===== src/sv/hpsm_pkg.sv =====
// Package with the shared types and constants of the Hall pulse speed meter.
package hpsm_pkg;

	// Width of timestamps, periods, counts and the speed quotient.
	localparam int WORD_W = 32;
	// Bits needed to count the divider iterations.
	localparam int STEP_W = $clog2(WORD_W);

	typedef logic [WORD_W-1:0] word_t;
	typedef logic [STEP_W-1:0] step_t;

	// Wheel numerator: 1.596 m * 3600000 / 3 magnets * 256.
	localparam word_t SPEED_CONSTANT_RESET = 32'd490291200;

	// Request from the sequencer to the divider.
	typedef struct packed {
		logic start;
	} div_req_t;

	// Status from the divider back to the sequencer.
	typedef struct packed {
		logic busy;
		logic done;
	} div_stat_t;

endpackage


===== src/sv/hpsm_div.sv =====
// Restoring radix-2 divider that produces one quotient bit per cycle.
module hpsm_div (
	input  logic              clk,
	input  logic              arst_n,
	input  hpsm_pkg::div_req_t req,
	input  hpsm_pkg::word_t   dividend,
	input  hpsm_pkg::word_t   divisor,
	output hpsm_pkg::div_stat_t stat,
	output hpsm_pkg::word_t   quotient
);
	import hpsm_pkg::*;

	logic            busy_q;
	logic            done_q;
	step_t           step_q;
	word_t           rem_q;
	word_t           quo_q;
	word_t           den_q;
	logic [WORD_W:0] rem_shift;
	logic [WORD_W:0] diff;
	logic            q_bit;

	// One trial subtraction of the shifted partial remainder.
	always_comb begin
		rem_shift = {rem_q, quo_q[WORD_W-1]};
		diff      = rem_shift - {1'b0, den_q};
		q_bit     = ~diff[WORD_W];
	end

	// Iteration registers; the dividend shifts out as the quotient shifts in.
	always_ff @(posedge clk or negedge arst_n) begin
		if (!arst_n) begin
			busy_q <= 1'b0;
			done_q <= 1'b0;
			step_q <= '0;
			rem_q  <= '0;
			quo_q  <= '0;
			den_q  <= '0;
		end else begin
			done_q <= 1'b0;
			if (req.start && !busy_q) begin
				busy_q <= 1'b1;
				step_q <= '0;
				rem_q  <= '0;
				quo_q  <= dividend;
				den_q  <= divisor;
			end else if (busy_q) begin
				rem_q  <= q_bit ? diff[WORD_W-1:0] : rem_shift[WORD_W-1:0];
				quo_q  <= {quo_q[WORD_W-2:0], q_bit};
				step_q <= step_q + step_t'(1);
				if (step_q == step_t'(WORD_W - 1)) begin
					busy_q <= 1'b0;
					done_q <= 1'b1;
				end
			end
		end
	end

	assign stat.busy = busy_q;
	assign stat.done = done_q;
	assign quotient  = quo_q;

endmodule


===== src/sv/hall_pulse_speed_meter_top.sv =====
// An odd edge is absorbed in idle; an even edge goes through the divide and finish states to the output
// register, or straight to finish when the period is zero and the divider is skipped.
// in_stall stays low after an odd edge; after an even edge it holds through the one-bit-per-cycle serial
// divider, if not skipped, until the finish state loads the output register while no result is stalled.
// A finished result waits in the output register while the next edge is accepted.
// Reset (arst_n low, asynchronous) clears the edge count and start time and loads the wheel constant.
module hall_pulse_speed_meter_top (
	input  logic            clk,
	input  logic            arst_n,
	input  logic            speed_constant_we,
	input  hpsm_pkg::word_t speed_constant_wdata,
	input  logic            in_valid,
	output logic            in_stall,
	input  hpsm_pkg::word_t edge_time_us,
	output logic            out_valid,
	input  logic            out_stall,
	output hpsm_pkg::word_t period_us,
	output hpsm_pkg::word_t speed_q8,
	output logic            zero_period,
	output hpsm_pkg::word_t edge_count
);
	import hpsm_pkg::*;

	typedef enum logic [1:0] {
		ST_IDLE,
		ST_DIVIDE,
		ST_FINISH
	} state_t;

	state_t    state_q;
	word_t     speed_constant_q;
	word_t     edge_counter_q;
	word_t     start_time_q;
	word_t     period_q;
	word_t     speed_q;
	logic      zero_q;
	logic      out_valid_q;
	word_t     out_period_q;
	word_t     out_speed_q;
	logic      out_zero_q;
	word_t     out_count_q;

	logic      accept;
	logic      out_free;
	word_t     count_next;
	word_t     period_now;
	logic      even_edge;
	div_req_t  div_req;
	div_stat_t div_stat;
	word_t     div_quo;

	// Handshake decode and edge arithmetic for the incoming transaction.
	always_comb begin
		accept        = in_valid && (state_q == ST_IDLE);
		out_free      = !out_valid_q || !out_stall;
		count_next    = edge_counter_q + word_t'(1);
		period_now    = edge_time_us - start_time_q;
		even_edge     = !count_next[0];
		div_req.start = accept && even_edge && (period_now != '0);
	end

	hpsm_div u_div (
		.clk      (clk),
		.arst_n   (arst_n),
		.req      (div_req),
		.dividend (speed_constant_q),
		.divisor  (period_now),
		.stat     (div_stat),
		.quotient (div_quo)
	);

	// Sequencer, edge state, configuration and output register.
	always_ff @(posedge clk or negedge arst_n) begin
		if (!arst_n) begin
			state_q          <= ST_IDLE;
			speed_constant_q <= SPEED_CONSTANT_RESET;
			edge_counter_q   <= '0;
			start_time_q     <= '0;
			period_q         <= '0;
			speed_q          <= '0;
			zero_q           <= 1'b0;
			out_valid_q      <= 1'b0;
			out_period_q     <= '0;
			out_speed_q      <= '0;
			out_zero_q       <= 1'b0;
			out_count_q      <= '0;
		end else begin
			if (speed_constant_we) begin
				speed_constant_q <= speed_constant_wdata;
			end
			// A taken result empties the output register unless the sequencer refills it now.
			if (out_valid_q && !out_stall && (state_q != ST_FINISH)) begin
				out_valid_q <= 1'b0;
			end
			case (state_q)
				ST_IDLE: begin
					if (accept) begin
						edge_counter_q <= count_next;
						if (!even_edge) begin
							start_time_q <= edge_time_us;
						end else begin
							period_q <= period_now;
							if (period_now == '0) begin
								zero_q  <= 1'b1;
								speed_q <= '1;
								state_q <= ST_FINISH;
							end else begin
								zero_q  <= 1'b0;
								state_q <= ST_DIVIDE;
							end
						end
					end
				end
				ST_DIVIDE: begin
					if (div_stat.done) begin
						speed_q <= div_quo;
						state_q <= ST_FINISH;
					end
				end
				ST_FINISH: begin
					if (out_free) begin
						out_valid_q  <= 1'b1;
						out_period_q <= period_q;
						out_speed_q  <= speed_q;
						out_zero_q   <= zero_q;
						out_count_q  <= edge_counter_q;
						state_q      <= ST_IDLE;
					end
				end
				default: begin
					state_q <= ST_IDLE;
				end
			endcase
		end
	end

	assign in_stall    = (state_q != ST_IDLE);
	assign out_valid   = out_valid_q;
	assign period_us   = out_period_q;
	assign speed_q8    = out_speed_q;
	assign zero_period = out_zero_q;
	assign edge_count  = out_count_q;

endmodule


===== config.mk =====
export PLATFORM = sky130hd
export DESIGN_NAME = hall_pulse_speed_meter_top
export DESIGN_NICKNAME = d
export VERILOG_FILES = /design/src/sv/hpsm_pkg.sv /design/src/sv/hpsm_div.sv /design/src/sv/hall_pulse_speed_meter_top.sv
export SDC_FILE = /design/constraint.sdc
export NUM_CORES = 1
export LEC_CHECK = 0
export BUFFER_PORTS_ARGS = -buffer_cell sky130_fd_sc_hd__buf_2
export CELL_PAD_IN_SITES_DETAIL_PLACEMENT = 2
export CELL_PAD_IN_SITES_GLOBAL_PLACEMENT = 2
export CORE_AREA = 2 2 231 233
export DETAILED_ROUTE_END_ITERATION = 8
export DIE_AREA = 0 0 233 235
export PLACE_DENSITY = 0.83
export SYNTH_ARGS = -nofsm -noshare
export SYNTH_HDL_FRONTEND = slang
export SYNTH_HIERARCHICAL = 1
export SYNTH_SLANG_ARGS = --single-unit
export TNS_END_PERCENT = 1

===== constraint.sdc =====
create_clock -name clk -period 4.5 [get_ports clk]
set_input_delay 0.225 -clock clk [delete_from_list [all_inputs] [get_ports clk]]
set_output_delay 0.225 -clock clk [all_outputs]
set_load 0.005 [all_outputs]

## Word level (Yosys, flattened, before mapping)

Index checks and enable logic that the tools add are counted.

- Register bits: 364
- Output and inout port bits: 99
- Logic and storage cells: 84

- $add $sub $neg: 4
- Equal/unequal tests: 9
- Mux-type cells: 28
- Bitwise gates (word level): 2
- Reduce and logical (&&, ||, !) cells: 23

Operators by type and width:

| kind | number |
|---|---|
| 32-bit 2-to-1 mux | 9 |
| 32-bit case mux with 2 select lines | 1 |
| 33-bit by 32-bit subtractor with 33-bit output | 1 |
| 32-bit by 1-bit adder with 32-bit output, second input constant | 1 |
| 32-bit zero test | 1 |
| 32-bit nonzero test | 1 |
| 32-bit subtractor | 1 |
| 1-bit 2-to-1 mux | 10 |
| 2-bit 2-to-1 mux | 5 |
| 5-bit 2-to-1 mux | 2 |
| 2-bit inequality test, second input constant | 4 |
| 1-bit logical AND | 6 |
| 2-bit case mux with 3 select lines | 1 |
| 3-bit AND reduction | 2 |
| 2-bit nonzero test | 3 |
| 5-bit by 1-bit adder with 5-bit output, second input constant | 1 |
| 5-bit equality test, second input constant | 1 |
| 5-bit AND reduction | 1 |
| 1-bit zero test | 4 |
| 2-bit by 1-bit inequality test with 1-bit output, second input constant | 2 |
| 2-bit AND reduction | 2 |
| 4-bit AND reduction | 1 |
| 2-bit by 1-bit equality test with 1-bit output, second input constant | 1 |
| 2-bit equality test, second input constant | 1 |
| other kinds (3) | 4 |

## Depth between registers and ports, before layout

Gate-level depths: netlist (run 1).

- Depth after elaboration: 6
- Depth in mapped cells: 18
- Mapped depth without buffers: 15

## Modules after synthesis

Netlist (run 1), hierarchy kept.

Modules (own cells, without submodules):

| module | instances | cells an instance | area each (um2) | sequential area each (um2) |
|---|---|---|---|---|
| hall_pulse_speed_meter_top | 1 | 1067 | 12241.7 | 6542.5 |
| hpsm_div | 1 | 701 | 6323.6 | 2577.5 |

## Worst setup path before layout (run 1)

OpenSTA, ideal clock, no wires.

- Path type: register -> register
- Start point: register start_time_q[0]
- End point: register u_div.rem_q[19]
- Arrival: 4.109 ns
- Data required time: 4.420 ns
- Setup slack: 0.311 ns
- Stages on the path, launching flop included: 17
- Clock period less this slack: 4.189 ns
- Cells stage by stage: dfrtp_1 -> ha_1 -> fa_1 -> nand2b_1 -> a211o_1 -> and2_1 -> o21ai_1 -> xor2_1 -> or4_1 -> nor4_4 -> and4bb_2 -> nor2_1 -> clkbuf_1 -> nor2_1 -> clkbuf_1 -> nand2_1 -> o211ai_2

- Word-level cells in the longest chain between the ends: 5
- Elaborated cells on any way between the ends: 6

RTL lines:

| what | line | RTL |
|---|---|---|
| from (decl) | hall_pulse_speed_meter_top.sv:33 | `word_t start_time_q;` |
| from (signal assigned) | hall_pulse_speed_meter_top.sv:100 | `start_time_q <= edge_time_us;` |
| 32-bit subtractor (*) | hall_pulse_speed_meter_top.sv:57 | `period_now = edge_time_us - start_time_q;` |
| net period_now[14] | hall_pulse_speed_meter_top.sv:46 | `word_t period_now;` |
| 32-bit nonzero test (*) | hall_pulse_speed_meter_top.sv:59 | `div_req.start = accept && even_edge && (period_now != '0);` |
| 1-bit logical AND (*) | hall_pulse_speed_meter_top.sv:59 |  |
| net div_req | hall_pulse_speed_meter_top.sv:48 | `div_req_t div_req;` |
| 1-bit logical AND (*) | hpsm_div.sv:41 | `if (req.start && !busy_q) begin` |
| 32-bit 2-to-1 mux / 2-bit nonzero test (equally long branches) | -- |  |
| to (signal assigned) | hpsm_div.sv:48 | `rem_q <= q_bit ? diff[WORD_W-1:0] : rem_shift[WORD_W-1:0];` |
| to (decl) | hpsm_div.sv:16 | `word_t rem_q;` |

The timed path passes the listed nets; every way through them passes the cells marked *.
A chain may end at the register's enable or synchronous reset.

## Worst setup path in the final report (run 1)

- Start point: register start_time_q[2]
- End point: register u_div.quo_q[24], in the netlist u_div/quotient[24]

- Word-level cells in the longest chain between the ends: 5
- Elaborated cells on any way between the ends: 6

RTL lines:

| what | line | RTL |
|---|---|---|
| 32-bit subtractor (*) | hall_pulse_speed_meter_top.sv:57 |  |
| net period_now[19] | hall_pulse_speed_meter_top.sv:46 |  |
| 32-bit nonzero test (*) | hall_pulse_speed_meter_top.sv:59 |  |
| 1-bit logical AND (*) | hall_pulse_speed_meter_top.sv:59 |  |
| net div_req | hall_pulse_speed_meter_top.sv:48 |  |
| 1-bit logical AND (*) | hpsm_div.sv:41 |  |
| 32-bit 2-to-1 mux / 2-bit nonzero test (equally long branches) | -- |  |
| to (signal assigned) | hpsm_div.sv:45 | `quo_q <= dividend;` |
| to (signal assigned) | hpsm_div.sv:49 | `quo_q <= {quo_q[WORD_W-2:0], q_bit};` |
| to (decl) | hpsm_div.sv:17 | `word_t quo_q;` |

Marked as above.

==> results of run 1 <==
[what timing repair did]
| action | CTS | global route |
|---|---|---|
| setup endpoints to repair | 44 | 101 |
| gates cloned | 0 | 1 |
| pin swaps | 0 | 2 |
| hold buffers | 66 | 0 |
| hold endpoints to repair | 143 | 0 |
| resized for setup | 6 | 4 |
| buffers inserted | 0 | 0 |
[registers in the layout, summed over array words and instances (netlist names)]
name	count
edge_count	32
edge_counter_q	32
period_q	32
period_us	32
speed_constant_q	32
speed_q8	32
speed_q	32
start_time_q	32
u_div/den_q	32
u_div/quotient	32
u_div/rem_q	32
u_div/step_q	5
state_q	2
out_valid	1
u_div/busy_q	1
u_div/done_q	1
zero_period	1
zero_q	1
[power groups by stage]
stage | Combinational, W | Clock, W | Sequential, W
after floorplan | 0.00542 | 0 | 0.00459
after global placement | 0.00702 | 0 | 0.00486
after detailed placement | 0.00747 | 0 | 0.00494
after CTS | 0.00772 | 0.00376 | 0.00493
after global routing | 0.00858 | 0.00391 | 0.00506
final | 0.00778 | 0.00371 | 0.00495
[critical path, delay by kind of cell (launching register included)]
family	cells	cell delay (ps)
simple gates	6	1660
compound gates	3	810
buf+inv	4	660
flops	1	340
fa+ha+maj	1	320
mux	1	270
xor+xnor	1	240
[metal layers]
| metal | vias to the layer above | part of all wire | track usage |
|---|---|---|---|
| met5 | - | 0 | 0 |
| met2 | 266 | 0.53 | 0.426 |
| li1 | 6680 | - | - |
| met4 | 0 | 0.022 | 0.0622 |
| met1 | 7732 | 0.42 | 0.284 |
| met3 | 82 | 0.033 | 0.0290 |
[final timing paths]
check,start,end,slack [ps],cells after the start
max,start_time_q[2],u_div/quotient[24],1,16
min,arst_n,speed_q8[3],240,2
max reg2reg,start_time_q[2],u_div/quotient[24],1,16
min reg2reg,zero_q,zero_q,490,2
max in group asynchronous,arst_n,edge_counter_q[22],3090,3
min in group clk,in_valid,edge_counter_q[0],300,3
[cell type report]
| cell class | instances | area share |
|---|---|---|
| clock buffers | 65 | 0.0582 |
| multi-input cells | 1224 | 0.389 |
| diodes | 1 | 0.000111 |
| well taps | 688 | 0.0382 |
| repair buffers | 285 | 0.0867 |
| flip-flops and latches | 364 | 0.405 |
| inverters | 89 | 0.0148 |
| clock inverters | 15 | 0.00794 |
[metrics by stage]
stage / util / instance area, um^2 / hold WS, ps / cells / power, W
final: 0.431 / 22500 / 239 / 2731 / 0.0164
after detailed placement: 0.389 / 20300 / 284 / 2583 / 0.0124
after floorplan: - / 18600 / -70.6 / 1767 / 0.0100
after CTS: 0.431 / 22500 / 281 / 2729 / 0.0164
after global placement: 0.389 / 20300 / 283 / 2583 / 0.0119
after global routing: 0.431 / 22500 / 292 / 2730 / 0.0175
==> impl_metrics.env, run 1 <==
export IMPL_worstHoldPathType="in -> async"
export IMPL_synthesis_area_per_instance_um2=10.5
export IMPL_place_gp_congestion=0.840
export IMPL_layout_area_overhead_vs_synth_pct=21.4
export IMPL_power_switching_share=0.424
export IMPL_power_switching_w=0.00697
export IMPL_worst_path_fanout_max=32
export IMPL_clock_tree_buffer_depth=3
export IMPL_horiz_die_dim_um=233
export IMPL_internal_power_w=0.00947
export IMPL_drive_above_1_share=0.269
export IMPL_max_clock_freq_mhz=222
export IMPL_core_area_um2=52200
export IMPL_route_detailed_wl_per_inst_um=23.3
export IMPL_cts_root_buffer="clkbuf_16"
export IMPL_category_of_the_worst_setup_path_launch_point="flop"
export IMPL_cp_arrival_ps=4890
export IMPL_powerDensity_nw_per_um2=730
export IMPL_antenna_left=0
export IMPL_setup_total_negative_slack_ps=0
export IMPL_multi_input_area_um2=8770
export IMPL_timing_worst_setup_path_type="reg -> reg"
export IMPL_post_route_period_util=1.00
export IMPL_postSynthCellCount=1767
export IMPL_pre_cts_slack_ps=-101
export IMPL_drv_max_cap_violation_count=0
export IMPL_mostFrequentLayoutCells="dfrtp_1, nand2_1, buf_2, mux2_2, o21ai_0"
export IMPL_timing_critical_path_slowest_cell_delay_ps=610
export IMPL_via_count_normalized_by_instance_count=5.40
export IMPL_first_global_vias=17000
export IMPL_floorplan_die_area_um2=54800
export IMPL_critical_path_top_cell_by_count="buf_4"
export IMPL_grt_max_degree=100
export IMPL_rows=84
export IMPL_rsz_0062_raised_after_global_routing="yes"
export IMPL_io_buffers=167
export IMPL_max_vdd_ir_drop_mv=0.565
export IMPL_synthesis_area_um2=18600
export IMPL_seq_power_share=0.301
export IMPL_final_period_minus_worst_setup_slack_ps=4500
export IMPL_grt_pass1_wl_um=101000
export IMPL_hpwlAfterDp_um=40300
export IMPL_ys_warn_count=6
export IMPL_comb_power_share=0.473
export IMPL_cp_cell_sequence="inv_1, ha_4, nand3b_1, a211oi_4, nor2_2, buf_4, o311ai_1, xor2_1, or4_4, nor4_4, and4bb_2, nor2_4, buf_4, buf_6, mux2i_1, o21ai_0"
export IMPL_synthesis_nets=1904
export IMPL_critical_path_endpoint_type="flop"
export IMPL_grt_resource_usage_total=0.232
export IMPL_setup_viol=0
export IMPL_fillerInstances=5383
export IMPL_drv_slew=0
export IMPL_drt_iter0_drc=663
export IMPL_detail_route_drc_violations=0
export IMPL_finalNetCount=2144
export IMPL_grt_overflow=0
export IMPL_leading_cell_type_in_the_layout_fill_and_taps_excluded="dfrtp_1"
export IMPL_max_slew_margin=0.381
export IMPL_worst_path_max_delay_cell="or4_4"
export IMPL_critPathRequiredTime_ps=4890
export IMPL_initial_core_util=0.355
export IMPL_finClkSkew_ps=27.1
export IMPL_floorplan_die_height_um=235
export IMPL_result_of_the_run="finished, final reports clean"
export IMPL_ioPinCount=168
export IMPL_grt_antenna_before_repair=2
export IMPL_cts_clk_slew_worst_paths_ps=60
export IMPL_cts_buffers=43
export IMPL_power_leakage_nw=10.5
export IMPL_tightest_slew_ps=928
export IMPL_cts_tree="done"
export IMPL_htreeDepth=2
export IMPL_routed_via_count=14800
export IMPL_p_clk_frac=0.225
export IMPL_drtPass1Iterations=4
export IMPL_final_hold_violation_count=0
export IMPL_clk_latency_ps=590
export IMPL_register_area_um2=9120
export IMPL_wirelength_um=63500
export IMPL_postLayoutSetupSlackWorst_ps=1.44
export IMPL_cts_sink_count=364
No activity file was read; power rests on OpenSTA's default activity.
==> run 2: changes to the inputs <==
--- a/config.mk
+++ b/config.mk
@@ -9,9 +9,11 @@
 export CELL_PAD_IN_SITES_DETAIL_PLACEMENT = 2
 export CELL_PAD_IN_SITES_GLOBAL_PLACEMENT = 2
 export CORE_AREA = 2 2 231 233
+export CTS_BUF_LIST = sky130_fd_sc_hd__clkbuf_16
 export DETAILED_ROUTE_END_ITERATION = 8
 export DIE_AREA = 0 0 233 235
 export PLACE_DENSITY = 0.83
+export SETUP_SLACK_MARGIN = 0.15
 export SYNTH_ARGS = -nofsm -noshare
 export SYNTH_HDL_FRONTEND = slang
 export SYNTH_HIERARCHICAL = 1
==> impl_metrics.env, run 2 (same netlist as run 1, synthesis figures left out) <==
export IMPL_result_of_the_run="finished, final reports clean"
export IMPL_first_global_vias=17100
export IMPL_route_detailed_wl_per_inst_um=23.2
export IMPL_clk_latency_ps=590
export IMPL_placed_cell_area_um2=20300
export IMPL_cp_cell_sequence="ha_1, fa_2, nand2b_1, a211o_1, and2_4, xor2_1, nand3_1, or4_4, nor4_4, and4bb_2, nor2_4, buf_4, buf_16, mux2i_1, o21ai_0"
export IMPL_grt_antenna_before_repair=2
export IMPL_powerDensity_nw_per_um2=724
export IMPL_p_clk_frac=0.211
export IMPL_register_area_um2=9120
export IMPL_cts_sink_count=364
export IMPL_cts_buffers=43
export IMPL_core_area_um2=52200
export IMPL_final_hold_violation_count=0
export IMPL_power_leakage_nw=10.6
export IMPL_rsz_0062_raised_after_global_routing="yes"
export IMPL_hold_ws_ps=60.7
export IMPL_cts_tree="done"
export IMPL_grt_pass1_wl_um=99300
export IMPL_layout_area_overhead_vs_synth_pct=22.1
export IMPL_floorplan_die_height_um=235
export IMPL_max_vdd_ir_drop_mv=0.554
export IMPL_htreeDepth=2
export IMPL_cts_root_buffer="clkbuf_16"
export IMPL_critical_path_endpoint_type="flop"
export IMPL_finClkSkew_ps=29.4
export IMPL_timing_critical_path_slowest_cell_delay_ps=470
export IMPL_grt_overflow=0
export IMPL_comb_power_share=0.487
export IMPL_clock_tree_buffer_depth=3
export IMPL_detail_route_drc_violations=0
export IMPL_internal_power_w=0.00939
export IMPL_horiz_die_dim_um=233
export IMPL_io_buffers=167
export IMPL_ioPinCount=168
export IMPL_drive_above_1_share=0.274
export IMPL_multi_input_area_um2=8860
export IMPL_cts_clk_slew_worst_paths_ps=60
export IMPL_floorplan_die_area_um2=54800
export IMPL_power_switching_w=0.00701
export IMPL_post_route_period_util=0.957
export IMPL_r2r_worst_path_cells=15
export IMPL_power_switching_share=0.427
export IMPL_drtPass1Iterations=6
export IMPL_hpwlAfterDp_um=40300
export IMPL_category_of_the_worst_setup_path_launch_point="flop"
export IMPL_routed_via_count=14800
export IMPL_critPathRequiredTime_ps=4880
export IMPL_worst_path_fanout_max=16
export IMPL_drv_slew=0
export IMPL_antenna_left=0
export IMPL_setup_viol=0
export IMPL_max_clock_freq_mhz=232
export IMPL_place_gp_congestion=0.840
export IMPL_worst_path_dominant_cell_family="simple AND/OR/NAND/NOR gates"
export IMPL_via_count_normalized_by_instance_count=5.41
export IMPL_rows=84
export IMPL_initial_core_util=0.355
export IMPL_seq_power_share=0.302
export IMPL_cp_buffers_inverters=2
export IMPL_post_route_cell_area_um2=22700
export IMPL_worst_path_max_delay_cell="or4_4"
export IMPL_tightest_slew_ps=937
export IMPL_leading_cell_type_in_the_layout_fill_and_taps_excluded="dfrtp_1"
export IMPL_hold_depth=3
export IMPL_wirelength_um=63500
export IMPL_drt_iter0_drc=733
export IMPL_grt_max_degree=100
export IMPL_drv_max_cap_violation_count=0
export IMPL_fillerInstances=5375
export IMPL_final_period_minus_worst_setup_slack_ps=4310
export IMPL_mostFrequentLayoutCells="dfrtp_1, nand2_1, buf_2, mux2_2, o21ai_0"
export IMPL_tot_pwr_w=0.0164
export IMPL_worstHoldPathType="in -> reg"
export IMPL_finalNetCount=2153
export IMPL_grt_resource_usage_total=0.229
export IMPL_max_slew_margin=0.375
export IMPL_timing_worst_setup_path_type="reg -> reg"
export IMPL_cp_arrival_ps=4690
export IMPL_final_util=0.434
export IMPL_timing_critical_path_depth=15
[run 2: worst paths after layout]
check / startpoint / end / slack, ps
setup / recovery: start_time_q[0] / u_div/quotient[25] / 190
hold / removal: out_stall / out_valid / 60
setup reg to reg: start_time_q[0] / u_div/quotient[25] / 190
hold reg to reg: edge_counter_q[31] / edge_counter_q[31] / 480
max in group asynchronous: arst_n / edge_count[21] / 3110
min in group asynchronous: arst_n / speed_q8[3] / 240
[run 2: power by group through the flow]
| stage | Clock [W] | Combinational, W | Sequential, W |
|---|---|---|---|
| 3_5_place_dp | 0 | 0.00747 | 0.00494 |
| 3_3_place_gp | 0 | 0.00702 | 0.00486 |
| 4_1_cts | 0.00354 | 0.00770 | 0.00493 |
| 6_report | 0.00345 | 0.00799 | 0.00496 |
| 2_1_floorplan | 0 | 0.00542 | 0.00459 |
| 5_1_grt | 0.00367 | 0.00878 | 0.00506 |
[run 2: area by class of cell]
| type | instances | share of cell area |
|---|---|---|
| Sequential cell | 364 | 0.403 |
| Timing Repair Buffer | 293 | 0.0924 |
| Clock buffer | 45 | 0.0497 |
| Tap cell | 688 | 0.0380 |
| Clock inverter | 35 | 0.0112 |
| Antenna cell | 2 | 0.000221 |
| Inverter | 89 | 0.0147 |
| Multi-Input combinational cell | 1225 | 0.391 |
[run 2: through the flow]
stage	setup slack [ps]	instances	TNS (ps)
after floorplan	311	1767	0
after global placement	148	2583	0
after detailed placement	-101	2583	-698
after CTS	17.3	2729	0
after global routing	59.6	2741	0
final	193	2741	0
[run 2: routing by layer]
metal	global-route usage	vias up	share of wire	wire, um
li1	-	6707	-	-
met1	0.279	7713	0.42	26500
met2	0.418	293	0.53	33500
met3	0.0329	110	0.032	2030
met4	0.0587	0	0.025	1610
met5	0	-	0	0
[run 2: what timing repair did]
action / 4_1_cts / 5_1_grt
setup buffers: 0 / 5
hold buffers: 65 / 0
hold endpoints to repair: 142 / 0
gates cloned: 1 / 5
endpoints found under the setup margin: 99 / 101
gates resized for setup: 3 / 32
pin swaps: 0 / 8
[run 2: worst min-delay path, stage by stage]
cell and delay, ps:
buf_2 110, nand2_1 140, nand2_1 110
==> run 3: changes to the inputs <==
--- a/config.mk
+++ b/config.mk
@@ -5,14 +5,15 @@
 export SDC_FILE = /design/constraint.sdc
 export NUM_CORES = 1
 export LEC_CHECK = 0
+export ABC_AREA = 1
 export BUFFER_PORTS_ARGS = -buffer_cell sky130_fd_sc_hd__buf_2
 export CELL_PAD_IN_SITES_DETAIL_PLACEMENT = 2
 export CELL_PAD_IN_SITES_GLOBAL_PLACEMENT = 2
-export CORE_AREA = 2 2 231 233
+export CORE_AREA = 2 2 250 252
 export CTS_BUF_LIST = sky130_fd_sc_hd__clkbuf_16
 export DETAILED_ROUTE_END_ITERATION = 8
-export DIE_AREA = 0 0 233 235
-export PLACE_DENSITY = 0.83
+export DIE_AREA = 0 0 252 254
+export PLACE_DENSITY = 0.84
 export SETUP_SLACK_MARGIN = 0.15
 export SYNTH_ARGS = -nofsm -noshare
 export SYNTH_HDL_FRONTEND = slang
==> impl_metrics.env, run 3 <==
export IMPL_timing_worst_setup_path_type="reg -> reg"
export IMPL_category_of_the_worst_setup_path_launch_point="flop"
export IMPL_drtPass1Iterations=5
export IMPL_route_detailed_wl_per_inst_um=21.7
export IMPL_worst_r2r_startpoint="start_time_q[0]"
export IMPL_grt_pass1_wl_um=122000
export IMPL_finalNetCount=2904
export IMPL_clock_tree_buffer_depth=3
export IMPL_cts_buffers=44
export IMPL_r2r_worst_path_cells=20
export IMPL_post_route_period_util=0.925
export IMPL_floorplan_die_height_um=254
export IMPL_cts_root_buffer="clkbuf_16"
export IMPL_layout_area_overhead_vs_synth_pct=18.4
export IMPL_ioPinCount=168
export IMPL_max_vdd_ir_drop_mv=0.357
export IMPL_postSynthCellCount=2544
export IMPL_cp_endpoint="u_div/quotient[13]"
export IMPL_setup_total_negative_slack_ps=0
export IMPL_setup_viol=0
export IMPL_placed_cell_area_um2=21700
export IMPL_rows=91
export IMPL_hpwlAfterDp_um=51900
export IMPL_result_of_the_run="finished, final reports clean"
export IMPL_first_global_vias=20700
export IMPL_rrSetupSlack_ps=340
export IMPL_rsz_0062_raised_after_global_routing="yes"
export IMPL_clk_latency_ps=620
export IMPL_cp_arrival_ps=4620
export IMPL_cts_tree="done"
export IMPL_ys_warn_count=6
export IMPL_drive_above_1_share=0.168
export IMPL_worstHoldPathType="in -> reg"
export IMPL_setup_worst_path_start="start_time_q[0]"
export IMPL_worst_path_fanout_max=17
export IMPL_synthesis_area_per_instance_um2=7.89
export IMPL_drt_iter0_drc=892
export IMPL_wirelength_um=77800
export IMPL_cts_sink_count=364
export IMPL_routed_via_count=18100
export IMPL_detail_route_drc_violations=0
export IMPL_final_period_minus_worst_setup_slack_ps=4160
export IMPL_postLayoutSetupSlackWorst_ps=336
export IMPL_leading_cell_type_in_the_layout_fill_and_taps_excluded="nand2_1"
export IMPL_post_cts_repair_setup_buffers=0
export IMPL_powerDensity_nw_per_um2=859
export IMPL_finClkSkew_ps=43.9
export IMPL_tightest_slew_ps=978
export IMPL_max_slew_margin=0.348
export IMPL_via_count_normalized_by_instance_count=5.05
export IMPL_floorplan_die_area_um2=64000
export IMPL_drv_slew=0
export IMPL_grt_resource_usage_total=0.246
export IMPL_post_route_cell_area_um2=23800
export IMPL_pre_cts_slack_ps=508
export IMPL_multi_input_area_um2=9070
export IMPL_grt_antenna_before_repair=5
export IMPL_synthesis_area_um2=20100
export IMPL_mostFrequentLayoutCells="nand2_1, inv_1, dfrtp_1, buf_2, nand3_1"
export IMPL_synthesis_nets=2681
export IMPL_cts_clk_slew_worst_paths_ps=70
export IMPL_register_area_um2=9120
export IMPL_core_area_um2=61300
export IMPL_place_gp_congestion=0.891
export IMPL_final_hold_violation_count=0
export IMPL_crit_reg2reg_capture="u_div/quotient[13]"
export IMPL_critical_path_endpoint_type="flop"
export IMPL_grt_overflow=0
export IMPL_fillerInstances=6940
export IMPL_drv_max_cap_violation_count=0
export IMPL_htreeDepth=2
export IMPL_grt_max_degree=164
export IMPL_io_buffers=167
export IMPL_horiz_die_dim_um=252
export IMPL_critPathRequiredTime_ps=4960
export IMPL_antenna_left=0
export IMPL_initial_core_util=0.328
export IMPL_max_clock_freq_mhz=240
export IMPL_power_leakage_nw=12.7
run 3: cell types whose count changed in the layout (fill, tap and decap cells not counted), moves of 30 or more:
cell	delta
xnor2_1	-30
buf_4	-37
nand3_1	+96
inv_1	+319
nand2_2	+36
a21oi_2	-36
nor2_1	+58
mux2_2	-63
nand2_1	+606
run 3: cell type report:
cell class | count | area share
Sequential cell | 364 | 0.384
Multi-Input combinational cell | 1698 | 0.381
Timing Repair Buffer | 248 | 0.0691
Inverter | 411 | 0.0650
Clock buffer | 44 | 0.0463
Tap cell | 790 | 0.0416
Clock inverter | 35 | 0.0128
Antenna cell | 1 | 0.000105
run 3: where the power goes:
part / switching, W / internal, W
logic: 0.00768 / 0.00359
registers: 0.000967 / 0.00464
clock network: 0.00158 / 0.00198
total: 0.0102 / 0.0102
run 3: metal layers:
metal | global-route usage | vias to the layer above | routed length [um]
met5 | 0 | - | 13
met3 | 0.0339 | 172 | 2680
met2 | 0.443 | 406 | 39800
met4 | 0.0960 | 2 | 3010
met1 | 0.295 | 9223 | 32300
li1 | - | 8323 | -
run 3: critical path: stages, from the launching register on:
cell,delay (ps)
dfrtp_1,380
ha_1,220
fa_1,420
inv_1,100
nand3_1,90
nand2_2,140
nand2_1,70
nand2_1,90
xnor2_1,300
nand2_1,130
nor2_1,270
nand2_1,90
nor2_1,110
nand2_1,70
nor2_2,100
nand2_2,110
nand2_4,80
nor2_1,90
nor2_4,220
clkinvlp_4,390
o221ai_1,540
run 3: through the flow:
stage	utilization	instances	total power (W)	hold slack [ps]
finish	0.388	3591	0.0204	21.2
global route	0.388	3591	0.0220	45.4
CTS	0.388	3590	0.0201	2.60
detailed placement	0.354	3447	0.0162	193
global placement	0.354	3447	0.0155	188
floorplan	-	2544	0.0125	-70.6
run 3: timing repair:
action,in CTS,in global routing
hold buffers,64,0
hold endpoints to repair,116,0
setup endpoints to repair,0,15
gates resized for setup,0,3
run 3: worst min path at each step:
stage          depth (start not counted)  slack [ps]                 to             from
6_report                               3          20    start_time_q[1]  edge_time_us[1]
5_1_grt                                3          50    start_time_q[7]  edge_time_us[7]
3_3_place_gp                           1         190     edge_count[23]           arst_n
2_1_floorplan                          0         -70      edge_count[0]           arst_n
4_1_cts                                4           3  edge_counter_q[0]         in_valid
3_5_place_dp                           1         190     edge_count[23]           arst_n
